## src/hdl/ard_ram.sv

```systemverilog
`timescale 1ns / 1ps

// Generic simple dual-port RAM: one write port, one read port with a
// registered read. A read of an address written in the same cycle
// returns the old contents.
module ard_ram #(
    parameter int WIDTH = 8,
    parameter int DEPTH = 16
) (
    input  logic                     clk,
    input  logic                     wr_en,
    input  logic [$clog2(DEPTH)-1:0] wr_addr,
    input  logic [WIDTH-1:0]         wr_data,
    input  logic [$clog2(DEPTH)-1:0] rd_addr,
    output logic [WIDTH-1:0]         rd_data
);

    logic [WIDTH-1:0] mem [DEPTH];
    logic [WIDTH-1:0] rd_data_reg;

    // Write port and registered read port.
    always_ff @(posedge clk)
    begin
        if (wr_en)
        begin
            mem[wr_addr] <= wr_data;
        end
        rd_data_reg <= mem[rd_addr];
    end

    assign rd_data = rd_data_reg;

endmodule

```

## config.mk

```make
export PLATFORM = sky130hd
export DESIGN_NAME = ard_ram
export DESIGN_NICKNAME = d
export VERILOG_FILES = /design/src/hdl/ard_ram.sv
export SDC_FILE = /design/constraint.sdc
export NUM_CORES = 1
export LEC_CHECK = 0
export BUFFER_PORTS_ARGS = -buffer_cell sky130_fd_sc_hd__buf_2
export CORE_MARGIN = 2
export CORE_UTILIZATION = 35
export CTS_BUF_LIST = sky130_fd_sc_hd__clkbuf_8
export CTS_CLUSTER_SIZE = 40
export DETAILED_ROUTE_END_ITERATION = 8
export GPL_ROUTABILITY_DRIVEN = 0
export GPL_TIMING_DRIVEN = 1
export PLACE_DENSITY = 0.51
export SLEW_MARGIN = 20
export SYNTH_ARGS = -nofsm -noshare
export SYNTH_HDL_FRONTEND = slang
export SYNTH_SLANG_ARGS = --single-unit
```

## constraint.sdc

```tcl
create_clock -name clk -period 2.2 [get_ports clk]
set_input_delay 0.44 -clock clk [delete_from_list [all_inputs] [get_ports clk]]
set_output_delay 0.44 -clock clk [all_outputs]
set_load 0.02 [all_outputs]
```

# Word-level counts from Yosys, hierarchy flattened
# Memories as Yosys holds them, arrays and structs flattened. A register that Yosys moved wholly into a read port is not among the register bits.
# Cells that the tools add are included.
[op_classes]
n_mux = 2
[ops]
columns = ["operator", "count"]
rows = [
  ["two-way mux 1 bit", 2],
]
[word_totals]
memories = 1
out_inout_bits = 8
register_bits = 0
ram_bits = 128
[memory_table]
columns = ["name", "words", "word_bits", "rd", "rd_ports_with_merged_regs", "write_ports", "line", "source"]
rows = [
  ["mem", 16, 8, 1, 1, 1, "18", "logic [WIDTH-1:0] mem [DEPTH];"],
]

# Logic depth before layout (Yosys ltp)
[logic_depth]
depth_word = 2
depth_mapped = 5
mapped_depth_nobuf = 3

# Worst setup path before layout
# No wires, ideal clock.
[synth_timing]
path_kind = "input to register"
from = "input wr_addr[2]"
to = "memory mem[0][0], enable pin"
stages = 2
path_slack_ns = 0.267
setup_ns = 0.383
required_ns = 1.817
arrival_ns = 1.550
n_path_buf = 0
path_cell_list = "or3b_2 nor3_1"
[synth_rtl]
columns = ["element", "line", "source"]
rows = [
  ["start, declared", "12", "input logic [$clog2(DEPTH)-1:0] wr_addr,"],
  ["end, declared", "18", ""],
]
# Straight into the memory's write port.

# Final worst setup path
[layout_timing]
from = "register rd_data_reg[7], in the netlist rd_data[7], read port of mem"
to = "output rd_data[7]"
[layout_rtl]
columns = ["element", "line", "source"]
rows = [
  ["start, declared", "19", "logic [WIDTH-1:0] rd_data_reg;"],
  ["end, declared", "15", "output logic [WIDTH-1:0] rd_data"],
]
# No word-level cell between the ends.

==> out/results.md <==
| Group | Result | Value |
|:---|:---|:---|
| run status | Outcome | finished clean |
| worst setup path | Worst r2r src | mem[8][7] |
| worst setup path | Buf+Inv Stages, Crit Path | 1 |
| final layout | Ratio of cells with drive above 1 in the final layout | 30.9% |
| drt | Detailed-routing iteration count for the pre-antenna-repair pass | 4 |
| clock network | Maximum root-to-sink buffer count | 2 |
| power and ir drop | Relative contribution of the clock network to total power | 36.5% |
| clock network | Clock insertion delay at the later pin of the skew report | 440 ps |
| placement | Placed cell area | 5620 um2 |
| power and ir drop | Total leakage power | 0.00204 uW |
| timing | Share of the clock period used by the worst path | 66.8% |
| grt | Total global routing track utilization | 14.3% |
| final layout | Post-route cell area | 5990 um2 |
| placement | Placed cells | 450 |
| clock network | Number of hold buffers added after cts | 0 |
| synthesis | Cell types occupying the most area after synthesis | edfxtp_1 75%, mux4_2 7.9%, mux4_1 7.1% |
| timing | Setup repair after global routing missed its margin | false |
| final layout | Footprint of the multi-input gates | 1060 um2 |
| power and ir drop | Switching power as a share of total power | 20.6% |
| final layout | Number of filler cells placed in the layout | 1,307 |
| synthesis | Number of nets in the synthesized netlist | 247 |
| drt | Vias post-DR | 2,410 |
| power and ir drop | Total power of the final layout | 5050 uW |
| worst hold path | Hold Crit Start | wr_data[4] |
| floorplan | Die height | 125 um |
| power and ir drop | Cell internal power dissipation | 4010 uW |
| clock network | Clock slew seen by the registers of the worst setup and hold paths | 70 ps |
| worst setup path | Crit start category | flip-flop |
| worst setup path | Data arrival, critical path | 1030 ps |
| synthesis | Distinct cells, synth | 19 |
| clock network | Total number of clock tree sinks | 136 |
| clock network | Setup repair bufs after CTS | 0 |
| job | Number of max-capacitance violations reported | 0 |
| drt | Remaining antenna violation count | 0 |
| floorplan | Starting density of the core | 35.7% |
| synthesis | Sequential element share of the synthesized area | 77.8% |
| synthesis | Netlist Area Pre-Place | 5150 um2 |
| power and ir drop | Sw power | 1040 uW |
| worst setup path | Critical-path cell list | buf_2 |
| drt | Total wire length after detailed routing | 10.4 mm |
| clock network | CTS buffer count | 17 |
| worst setup path | Largest delay contributor family on the critical path | flip-flops |
| power and ir drop | Maximum resistive drop on vdd | 281 uV |
| drt | DRC violation count after routing | 0 |
| timing | Slew @ Worst Pin | 394 ps |
| worst setup path | Slowest CP cell | dfxtp_1 |
| worst setup path | Worst R2R Path Depth | 3 |
| worst hold path | Hold path cells | 1 |
| grt | First-pass GRT wire length | 15.9 mm |
| clock network | Clock tree from TritonCTS | done |
| synthesis | Flops & latches, synth | 136 |
| timing | Setup Viol. Count Final | 0 |
| timing | Hold Fails Final Rpt | 0 |
| drt | Via density | 4.99 |
| power and ir drop | Comb pwr share | 5.9% |
| floorplan | Die width | 125 um |
| timing | Shortest period the worst path allows | 1470 ps |
| grt | Largest net degree at the start of global routing | 23 |
| synthesis | Dominant cell type by area after synthesis | edfxtp_1 |
| worst setup path | Start point of the critical path | rd_data[7] |
| placement | Number of I/O port buffers | 25 |
| floorplan | Placeable Area | 14,400 um2 |
| final layout | Most common library cell in the layout ignoring fill and taps | edfxtp_1 |
| synthesis | Synth Area per Inst | 22.5 um2 |
| worst hold path | Endpoint, Worst Hold | mem[13][4] |
| final layout | Post-layout instance count excluding filler cells | 483 |
| synthesis | Count of synthesis-stage warnings from yosys | 0 |
| grt | Antenna violations before repair | 1 |
| worst setup path | Endpoint of the worst-slack reg-to-reg timing path | rd_data[7] |
| clock network | H-tree Lvls | 4 |
| power and ir drop | Total power per unit cell area | 843 nW/um2 |
| worst setup path | Category of the critical setup timing path | flip-flop to primary output |
| worst setup path | Critical Path Sink Type | primary output |
| worst setup path | Worst path required time | 1760 ps |
| drt | Number of DRC markers after the initial detailed-route iteration | 108 |
| floorplan | Row Count | 44 |
| timing | Max Clk Rate | 0.681 GHz |
| final layout | Nets@finish | 303 |
| timing | Setup Skew | 5.57 ps |
| final layout | P&R area growth vs syn | 16.4% |
| power and ir drop | Reg power frac | 57.7% |
| worst setup path | Register-to-register setup slack | 840 ps |
| synthesis | Syn Inst Count | 229 |
| clock network | Library cell used as clock root buffer | clkbuf_8 |
| worst setup path | Crit-path max cell delay | 400 ps |
| drt | Avg WL per Cell | 21.5 um |
| grt | GRT overflow | 0 |
| floorplan | DIE AREA | 15,700 um2 |
| timing | Final TNS setup | 0 ps |
| grt | Via count of the first global-routing pass | 2,551 |
| timing | Max transition margin | 73.7% |
| worst hold path | Hold Crit Class | input pin to flip-flop |
| final layout | Flip-flop count of the largest register, all copies and words added | 128 |
| timing | Pins Over Slew Limit | 0 |
| final layout | Total area of sequential cells | 4000 um2 |
| floorplan | Ports placed on the boundary | 26 |
| placement | Detailed-placement wirelength estimate | 6.69 mm |
| clock network | CTS-repair resized insts | 0 |
| worst setup path | Crit-path max FO | 1 |
| synthesis | Post-synth top area share | 74.7% |
| final layout | Most frequent cells in the layout | 128 x edfxtp_1, 25 x clkbuf_8, 25 x buf_2 |
==> synth_stat cells <==
cell type	n
nor3_1	4
clkdlybuf4s25_2	3
and2_1	1
nand3_1	1
a22oi_1	16
and2b_1	1
buf_2	3
edfxtp_1	128
nand2_1	9
nor2_1	13
mux4_1	14
nand2b_1	2
buf_4	1
mux4_2	18
nand3b_1	2
or3b_2	1
nor2b_1	1
dfxtp_1	8
buf_6	3
==> logic make-up (layout without fill, tap and decap cells) <==
logic type	count (synthesis)	count (layout)	share of synthesized area, %
flip-flops	136	136	77.8
AND/OR/NAND/NOR	35	35	3.18
multiplexers	32	32	15.0
AO/OA/AOI/OAI	16	16	2.33
buffers and inverters	10	79	1.68
other	0	1	0
==> routing by layer <==
metal | wire length (um) | vias to the layer above | track usage, %
li1 | - | 1087 | -
met1 | 4860 | 1254 | 19.6
met2 | 4890 | 55 | 21.6
met3 | 478 | 14 | 4.79
met4 | 138 | 0 | 4.90
met5 | 0 | - | 0
==> power groups by stage <==
| stage | Combinational (uW) | Clock, uW | Sequential (uW) |
|---|---|---|---|
| after floorplan | 147 | 0 | 2980 |
| after global placement | 299 | 0 | 2970 |
| after detailed placement | 303 | 0 | 2970 |
| after CTS | 303 | 1890 | 2910 |
| after global routing | 325 | 2000 | 2920 |
| final | 296 | 1840 | 2910 |
==> through the flow <==
stage | utilization [%] | setup slack, ps | hold WS (ps)
global route | 41.5 | 687 | 377
detailed placement | 39.0 | 324 | 664
CTS | 41.5 | 690 | 361
floorplan | - | 267 | 539
finish | 41.6 | 731 | 385
global placement | 39.0 | 341 | 658
==> worst max-delay path by stage <==
| stage | endpoint | cells after the start |
|---|---|---|
| finish | rd_data[7] | 1 |
| global route | rd_data[7] | 1 |
| CTS | rd_data[7] | 1 |
| detailed placement | rd_data[3] | 5 |
| global placement | rd_data[0] | 5 |
| floorplan | mem[0][0] | 2 |
==> final cells by class <==
type,count,area share [%]
antenna,1,0.0418
timing repair buffer,47,5.47
clock inverter,7,0.459
clock buffer,25,5.74
multi-input combinational,83,17.6
tap,184,3.84
sequential,136,66.8
Power figures use the tool's default switching activity.
